## src/sv/pflr_pkg.sv

```systemverilog
// Shared constants and result type for the LFU page-frame replacement block.
`timescale 1ns / 1ps

package pflr_pkg;

  // Elements per page and number of resident frames.
  localparam int PAGE_ELEMENTS = 100;
  localparam int FRAME_COUNT   = 4;

  localparam int INDEX_W     = 20;
  localparam int PAGE_W      = 14;
  localparam int COUNT_W     = 16;
  localparam int FRAME_OUT_W = 2;
  localparam int FRAME_W     = (FRAME_COUNT > 1) ? $clog2(FRAME_COUNT) : 1;

  localparam int IN_TDATA_W  = ((INDEX_W + 7) / 8) * 8;
  localparam int OUT_TDATA_W = 32;

  // Ceiling division: (index + PAGE_ELEMENTS - 1) / PAGE_ELEMENTS, done as a
  // multiply by a rounded-up reciprocal. The shift leaves enough headroom that
  // the quotient is exact for every sum below 2**SUM_W.
  localparam int SUM_W     = INDEX_W + 1;
  localparam int DIV_SHIFT = SUM_W + $clog2(PAGE_ELEMENTS);
  localparam int RECIP_W   = SUM_W + 2;
  localparam int PROD_W    = SUM_W + RECIP_W;
  localparam logic [RECIP_W-1:0] RECIP =
    RECIP_W'(((64'd1 << DIV_SHIFT) / PAGE_ELEMENTS) + 64'd1);

  localparam logic [COUNT_W-1:0] COUNT_MAX = '1;

  // Result beat, first member in the highest bits so hit lands in bit 0.
  typedef struct packed {
    logic [PAGE_W-1:0]      evicted_page;
    logic                   evicted;
    logic [PAGE_W-1:0]      page_number;
    logic [FRAME_OUT_W-1:0] frame;
    logic                   hit;
  } pflr_result_t;

endpackage

```

## src/sv/pflr_page_div.sv

```systemverilog
// Two-stage page number unit: ceiling divide of the element index by the page size.
`timescale 1ns / 1ps

module pflr_page_div (
  input  logic                         clk,
  input  logic                         rst,
  input  logic                         in_valid,
  output logic                         in_ready,
  input  logic [pflr_pkg::INDEX_W-1:0] in_index,
  output logic                         out_valid,
  input  logic                         out_ready,
  output logic [pflr_pkg::PAGE_W-1:0]  out_page
);
  import pflr_pkg::*;

  logic              sum_valid;
  logic [SUM_W-1:0]  sum;
  logic              prod_valid;
  logic [PROD_W-1:0] prod;
  logic [PROD_W-1:0] prod_next;
  logic [PROD_W-1:0] quot;
  logic              sum_ready;
  logic              prod_ready;

  assign prod_ready = !prod_valid || out_ready;
  assign sum_ready  = !sum_valid || prod_ready;
  assign in_ready   = sum_ready;

  assign prod_next = PROD_W'(sum) * PROD_W'(RECIP);

  always_ff @(posedge clk) begin
    if (rst) begin
      sum_valid  <= 1'b0;
      prod_valid <= 1'b0;
    end else begin
      if (sum_ready) begin
        sum_valid <= in_valid;
      end
      if (prod_ready) begin
        prod_valid <= sum_valid;
      end
    end
  end

  always_ff @(posedge clk) begin
    if (sum_ready && in_valid) begin
      sum <= SUM_W'(in_index) + SUM_W'(PAGE_ELEMENTS - 1);
    end
    if (prod_ready && sum_valid) begin
      prod <= prod_next;
    end
  end

  // Wide page numbers keep only their low bits.
  assign quot      = prod >> DIV_SHIFT;
  assign out_page  = quot[PAGE_W-1:0];
  assign out_valid = prod_valid;

endmodule

```

## src/sv/pflr_frame_table.sv

```systemverilog
// Resident frame table: tag compare, LFU victim select and state update.
`timescale 1ns / 1ps

module pflr_frame_table (
  input  logic                        clk,
  input  logic                        rst,
  input  logic                        access,
  input  logic [pflr_pkg::PAGE_W-1:0] page,
  output pflr_pkg::pflr_result_t      result
);
  import pflr_pkg::*;

  logic [PAGE_W-1:0]  frame_page [FRAME_COUNT];
  logic [COUNT_W-1:0] use_count  [FRAME_COUNT];
  logic [FRAME_COUNT-1:0] frame_valid;

  logic               hit_found;
  logic [FRAME_W-1:0] hit_idx;
  logic               empty_found;
  logic [FRAME_W-1:0] empty_idx;
  logic [FRAME_W-1:0] lfu_idx;
  logic [COUNT_W-1:0] lfu_count;
  logic [FRAME_W-1:0] sel_idx;
  logic               evicting;

  always_comb begin
    hit_found   = 1'b0;
    hit_idx     = '0;
    empty_found = 1'b0;
    empty_idx   = '0;
    // Scan downward so the lowest matching or empty frame wins.
    for (int i = FRAME_COUNT - 1; i >= 0; i--) begin
      if (frame_valid[i] && frame_page[i] == page) begin
        hit_found = 1'b1;
        hit_idx   = FRAME_W'(i);
      end
      if (!frame_valid[i]) begin
        empty_found = 1'b1;
        empty_idx   = FRAME_W'(i);
      end
    end
    // Least-used frame; strict compare keeps the lowest index on a tie.
    lfu_idx   = '0;
    lfu_count = use_count[0];
    for (int i = 1; i < FRAME_COUNT; i++) begin
      if (use_count[i] < lfu_count) begin
        lfu_idx   = FRAME_W'(i);
        lfu_count = use_count[i];
      end
    end
  end

  assign evicting = !hit_found && !empty_found;
  assign sel_idx  = hit_found ? hit_idx : (empty_found ? empty_idx : lfu_idx);

  always_comb begin
    result.hit          = hit_found;
    result.frame        = FRAME_OUT_W'(sel_idx);
    result.page_number  = page;
    result.evicted      = evicting;
    result.evicted_page = evicting ? frame_page[lfu_idx] : '0;
  end

  always_ff @(posedge clk) begin
    if (rst) begin
      frame_valid <= '0;
    end else if (access && !hit_found) begin
      frame_valid[sel_idx] <= 1'b1;
    end
  end

  always_ff @(posedge clk) begin
    if (access) begin
      if (hit_found) begin
        if (use_count[sel_idx] != COUNT_MAX) begin
          use_count[sel_idx] <= use_count[sel_idx] + COUNT_W'(1);
        end
      end else begin
        frame_page[sel_idx] <= page;
        use_count[sel_idx]  <= COUNT_W'(1);
      end
    end
  end

endmodule

```

## src/sv/page_frame_lfu_replacement.sv

```systemverilog
// Top level of the four-frame LFU page replacement block.
`timescale 1ns / 1ps

// Each input beat carries one element index; the block turns it into a page
// number (index divided by the page size, rounded up) and looks it up among
// the resident frames. A hit bumps that frame's use count, saturating at
// all ones. A miss loads the page into the lowest empty frame, or, with all
// frames full, replaces the least-used frame (lowest index on a tie) and
// reports the page it dropped; a loaded frame starts with a count of one.
// Exactly one result beat leaves for every input beat, in order. The block
// takes one beat per clock unless the output stalls: the divide runs in two
// registered stages (an add, then a multiply by a reciprocal), and the frame
// compare, victim pick and table update happen in the same cycle, into the
// output register, so back-to-back accesses always see the table state left
// by the one before. An input beat passes the sum, product and output
// registers in turn. All stages hold while the output register is full and
// not taken; reset empties all frames at once, with no clearing pass.
module page_frame_lfu_replacement (
  input  logic                            clk,
  input  logic                            rst,
  input  logic                            s_axis_tvalid,
  output logic                            s_axis_tready,
  // element_index[19:0], zero pad above
  input  logic [pflr_pkg::IN_TDATA_W-1:0] s_axis_tdata,
  output logic                            m_axis_tvalid,
  input  logic                            m_axis_tready,
  // hit[0], frame[2:1], page_number[16:3], evicted[17], evicted_page[31:18]
  output logic [pflr_pkg::OUT_TDATA_W-1:0] m_axis_tdata
);
  import pflr_pkg::*;

  logic              div_valid;
  logic [PAGE_W-1:0] div_page;
  logic              out_ready;
  logic              access;
  pflr_result_t      result;
  pflr_result_t      out_beat;

  // Output register frees up when empty or when its beat is taken.
  assign out_ready = !m_axis_tvalid || m_axis_tready;
  // Commit a table access only when its result can move into the output.
  assign access    = div_valid && out_ready;

  pflr_page_div u_page_div (
    .clk       (clk),
    .rst       (rst),
    .in_valid  (s_axis_tvalid),
    .in_ready  (s_axis_tready),
    .in_index  (s_axis_tdata[INDEX_W-1:0]),
    .out_valid (div_valid),
    .out_ready (out_ready),
    .out_page  (div_page)
  );

  pflr_frame_table u_frame_table (
    .clk    (clk),
    .rst    (rst),
    .access (access),
    .page   (div_page),
    .result (result)
  );

  always_ff @(posedge clk) begin
    if (rst) begin
      m_axis_tvalid <= 1'b0;
    end else if (out_ready) begin
      m_axis_tvalid <= div_valid;
    end
  end

  // Hold the result payload while the beat waits downstream.
  always_ff @(posedge clk) begin
    if (access) begin
      out_beat <= result;
    end
  end

  assign m_axis_tdata = OUT_TDATA_W'(out_beat);

endmodule

```

## config.mk

```make
export PLATFORM = sky130hd
export DESIGN_NAME = page_frame_lfu_replacement
export DESIGN_NICKNAME = d
export VERILOG_FILES = /design/src/sv/pflr_pkg.sv /design/src/sv/pflr_page_div.sv /design/src/sv/pflr_frame_table.sv /design/src/sv/page_frame_lfu_replacement.sv
export SDC_FILE = /design/constraint.sdc
export NUM_CORES = 1
export LEC_CHECK = 0
export ABC_AREA = 0
export BUFFER_PORTS_ARGS = -buffer_cell sky130_fd_sc_hd__buf_2
export CAP_MARGIN = 15
export CORE_MARGIN = 2
export CORE_UTILIZATION = 60
export DETAILED_ROUTE_END_ITERATION = 10
export PLACE_DENSITY_LB_ADDON = 0.05
export SLEW_MARGIN = 0
export SYNTH_ARGS = -nofsm -noshare
export SYNTH_HDL_FRONTEND = slang
export SYNTH_SLANG_ARGS = --single-unit
```

## constraint.sdc

```tcl
create_clock -name clk -period 11 [get_ports clk]
set_clock_uncertainty 0.2 [all_clocks]
set_input_delay 2.2 -clock clk [delete_from_list [all_inputs] [get_ports clk]]
set_output_delay 2.2 -clock clk [all_outputs]
set_load 0.05 [all_outputs]
```

Word-level counts from Yosys, hierarchy flattened
Memories as Yosys holds them, arrays and structs flattened. A register that Yosys moved wholly into a read port is not among the register bits.
Index checks and enable logic that the tools add are counted.

cells by class
  add/sub/neg operators = 2
  multiply operators = 1
  $lt $le $gt $ge = 5
  equal/unequal tests = 5
  muxes and demuxes = 33
  bitwise operators = 2
  reductions and logical operators = 19

operators by type and width
  kind                                                                                 count
  14-bit equality test                                                                 4
  16-bit less-than comparator                                                          3
  16-bit two-way mux                                                                   3
  21-bit by 22-bit multiplier with 42-bit output, second input constant                1
  2-bit two-way mux                                                                    12
  20-bit by 7-bit adder with 21-bit output, second input constant                      1
  1-bit two-way mux                                                                    17
  16-bit by 1-bit adder with 16-bit output, second input constant                      1
  16-bit != test, second input constant                                                1
  1-bit logical AND                                                                    10
  1-bit logical NOT                                                                    6
  4-bit bitwise OR                                                                     1
  1-bit logical OR                                                                     3
  2-bit by 3-bit less-than comparator with 1-bit output, second input constant         1
  1-bit demux with 2-bit select                                                        1
  2-bit by 1-bit greater-or-equal comparator with 1-bit output, second input constant  1
  1-bit bitwise OR                                                                     1

word-level totals
  bits in registers = 88
  RAM bits = 120
  bits of input ports = 28
  output and inout port bits = 34
  memories kept = 2

memory list
  name                      words  width  read ports  clocked after memory_dff  write ports  RTL line                RTL
  u_frame_table.use_count   4      16     5           0                         1            pflr_frame_table.sv:14  logic [COUNT_W-1:0] use_count [FRAME_COUNT];
  u_frame_table.frame_page  4      14     5           1                         1            pflr_frame_table.sv:13  logic [PAGE_W-1:0] frame_page [FRAME_COUNT];

Longest topological paths before layout
An unclocked memory read counts as a cell.

  depth after elaboration = 16
  depth in mapped cells = 41
  gate-level depth less buffers = 37

By module
Synthesis repeated with hierarchy kept, for this count alone.

unflattened totals
  cells, all modules = 1678
  area, all modules = 18275.0 um^2

by module, submodules not included
  module                      times used  cells each  area each (um^2)  seq. area each (um^2)
  pflr_page_div               1           913         9298.9            1091.0
  pflr_frame_table            1           728         7960.1            3683.5
  page_frame_lfu_replacement  1           37          1016.0            980.9

Worst setup path before layout
Ideal clock, no wire load.

  path kind = register to register
  start point = memory u_frame_table.use_count[1][14]
  end point = memory u_frame_table.use_count[0][0] (enable)
  setup time = 0.430 ns
  arrival = 8.703 ns
  path slack = 1.667 ns
  cell stages (with the launch flop) = 40
  clock period less this slack = 9.333 ns
  cell sequence = edfxtp_1 > ha_1 > a211o_1 > a2111oi_2 > o21ai_1 > nand2_2 > clkbuf_1 > nor2_1 > a21oi_1 > ha_1 > a21o_1 > a221o_1 > a21o_1 > nor2_1 > and3_1 > nand3_2 > nand2_1 > clkbuf_1 > (+4 left out) > a41oi_1 > o21ai_0 > a21oi_1 > o21ai_0 > nand3b_1 > nor3_2 > o211ai_1 > a21o_2 > inv_4 > buf_6 > mux2i_1 > mux2i_2 > ha_1 > inv_1 > a211oi_1 > nand4_1 > nor4_2 > nor4_1

RTL lines
  element             RTL line
  start: declaration  pflr_frame_table.sv:14

==> summary.txt <==
Run status
  • Status: completed

Global route
  • First-pass GRT wire length: slightly above 60 mm
  • GRT Overall Usage: 26.4%
  • Gr ovfl total: 0
  • Vias in the first global route: 11,500
  • Initial antenna violation count: 0
  • Largest net degree at the start of global routing: 36

Die
  • Num rows: just over 60
  • Die height: 173 um
  • Die width: between 150 and 200 um
  • # IOs: 62
  • Core box area: 0.0279 mm2
  • Die ar.: 0.0299 mm2
  • Initial Utilization: 61.3%

Clock network
  • Post-CTS setup repair buffer count: 0
  • Clock Pin Slew Worst Setup and Hold Paths: 0.07 ns
  • CTS tree: yes
  • CTS max path bufs: 2
  • Clock latency on the worst-skew pair: 0.44 ns
  • CTS sink cnt: 194
  • Post-CTS Resized: 0
  • Post-CTS Hold Fix Bufs: 0
  • Clock Root Buffer: clkbuf_16
  • H-tree depth reported by CTS: 4
  • Num CTS Buffers: 17

Logic synthesis
  • Cell Area, Synth: 0.0171 mm2
  • Asr flop ratio synth: 0%
  • EDFF count, synth: 187
  • Cells after Synth: approximately 1,500
  • Yosys warning total: 0
  • Post-Syn Nets: between 1,500 and 2,000
  • #FFs+latches synth: approximately 190
  • Post-synthesis sequential area ratio: 33.6%
  • Avg Inst Size Synth: 11.2 um2
  • Top_reg_cell synth: edfxtp_1
  • Distinct cells, synth: 67

STA
  • # setup viols final: 0
  • Final min period: 9.95 ns
  • Final-report max-slew violation count: 0
  • Final critical-path share of the clock period: 90.5%
  • Setup repair after global routing missed its margin: false
  • Highest Clock Rate: roughly 0.1 GHz
  • Worst-Margin Slew: between 1 and 1.5 ns
  • Hold violation count in the final report: 0
  • Setup tns final: 0 ns
  • Worst slew margin: 25.1%

Drt
  • DRT antenna net count: 0
  • Initial DRC Count: 698
  • Total Wirelength: 37.4 mm
  • First drt pass iteration count: 5
  • Routed WL per cell: roughly 19 um
  • Remaining DRCs: 0
  • Vias: 11,000
  • Vias/cell: between 5 and 6

Critical path
  • Crit-path most repeated cell: a21o_1
  • R2r startpoint: u_frame_table.use_count[1][14]$_DFFE_PP_
  • Worst-path fanout max: 35
  • Crit path capture type: register
  • Crit-path slowest cell: nor4_2
  • CP Data Required Time: 10.98 ns
  • Reg2reg end: u_frame_table.use_count[0][14]$_DFFE_PP_
  • Reg2Reg Depth: 33
  • Crit start category: register
  • Critical Path Sink: u_frame_table.use_count[0][14]$_DFFE_PP_
  • CP startpoint: u_frame_table.use_count[1][14]$_DFFE_PP_
  • WS Path Type: register to register
  • Flop2flop setup slack: 1.05 ns
  • Biggest cell delay along the critical path: approximately 0.66 ns
  • Worst EP arrival: 9.94 ns

Placed design
  • Port Buffers: 57
  • Hpwl dp: 30.2 mm
  • Routability congestion estimate from global placement: 0.957

Final layout
  • Layout cells sized above 1: 8.69%
  • Layout overhead on the synthesized area: 7.96%
  • ANT cells: 0
  • Most frequent cells in the layout: 274 x inv_1, 251 x ha_1, 187 x edfxtp_1, 154 x fa_1, 92 x nor2_1
  • Final Util: 66.2%
  • Nets: 2,019
  • Commonest non-fill, non-tap cell in the layout: inv_1

Hold path
  • Hold path startpoint: u_frame_table.frame_valid[2]$_SDFFE_PP0P_
  • Worst hold path type: register to register

Run
  • Max cap viols: 0
[registers in the layout (all words and copies together) (netlist names)]
register	flops
u_page_div.sum_valid	1
u_page_div.out_valid	1
u_frame_table.frame_valid	4
u_frame_table.use_count	64
u_page_div.prod	14
m_axis_tdata	32
u_frame_table.frame_page	56
u_page_div.sum	21
m_axis_tvalid	1
[critical path, delay by kind of cell, from the launching register on]
family	cells	cell delay [ns]
adder cells (fa/ha/maj)	3	0.77
multiplexers	1	0.62
buffers and inverters	4	1.39
AND/OR/NAND/NOR	11	2.96
AO/OA/AOI/OAI	14	3.30
flip-flops	1	0.41
[synthesized netlist by cell type, types with 3 or more instances]
cell type | number | share of area [%]
a21o_1 | 18 | 0.79
or4_1 | 3 | 0.13
xnor2_1 | 78 | 4.0
a211oi_1 | 7 | 0.31
inv_1 | 274 | 6.0
o21ai_0 | 38 | 1.1
mux2i_1 | 63 | 3.7
clkbuf_1 | 29 | 0.64
edfxtp_1 | 187 | 33
o21a_1 | 7 | 0.31
o21bai_1 | 3 | 0.13
fa_1 | 154 | 18
a21oi_1 | 77 | 2.2
buf_2 | 4 | 0.12
mux2_2 | 5 | 0.33
nor4_1 | 10 | 0.37
a211o_1 | 3 | 0.15
and3_1 | 4 | 0.15
xor2_1 | 10 | 0.51
and2_1 | 5 | 0.18
nand3_1 | 33 | 0.96
nand2b_1 | 8 | 0.29
nand4_1 | 24 | 0.88
nor2b_1 | 6 | 0.22
ha_1 | 251 | 18
nand2_1 | 54 | 1.2
o31ai_1 | 4 | 0.18
nor3_1 | 12 | 0.35
or3_1 | 7 | 0.26
dfxtp_1 | 7 | 0.82
nor2_1 | 92 | 2.0
or2_2 | 5 | 0.18
[how the worst min path moves through the flow]
stage	endpoint	slack, ns	depth (start not counted)
2_1_floorplan	u_page_div.out_valid$_SDFFE_PP0P_	0.27	2
3_3_place_gp	u_frame_table.frame_valid[2]$_SDFFE_PP0P_	0.30	2
3_5_place_dp	u_frame_table.frame_valid[2]$_SDFFE_PP0P_	0.30	2
4_1_cts	u_frame_table.frame_valid[2]$_SDFFE_PP0P_	0.32	2
5_1_grt	u_frame_table.frame_valid[3]$_SDFFE_PP0P_	0.36	2
6_report	u_frame_table.frame_valid[2]$_SDFFE_PP0P_	0.32	2
[metal layers]
metal / part of all wire (%) / track usage (%) / wire (um)
met5: 0 / 0 / 0
met4: 3.1 / 9.75 / 1150
met3: 4.6 / 3.43 / 1700
met2: 50 / 46.0 / 18700
met1: 42 / 33.9 / 15800
[layout make-up]
class                      instances  area (um2)
clock buffer                      19         433
sequential                       194        5760
multi-input combinational       1020       10200
fill                            2215        9440
tap                              378         473
clock inverter                    13         145
inverter                         277        1040
timing repair buffer              76         428
[cell families (layout without fill, tap and decap cells)]
group           Yosys count  after routing  share of synthesized area (%)
fa+ha+maj               405            405                           36.3
buf+inv                 314            385                           7.01
flops                   194            194                           33.6
compound gates          184            184                           6.70
simple gates            273            273                           7.67
xor+xnor                 88             88                           4.50
mux                      70             70                           4.22
[metrics by stage]
stage | setup WS (ns) | cell area, um2 | hold slack, ns | cells
floorplan | 1.67 | 17100 | 0.273 | 1528
global placement | 1.11 | 17900 | 0.302 | 1945
detailed placement | 1.04 | 17900 | 0.304 | 1945
CTS | 1.02 | 18500 | 0.316 | 1977
global route | 0.193 | 18500 | 0.355 | 1977
finish | 1.05 | 18500 | 0.324 | 1977
Power is not shown: default switching activity piles up to over one toggle a cycle in this logic, so the estimate is an artifact.
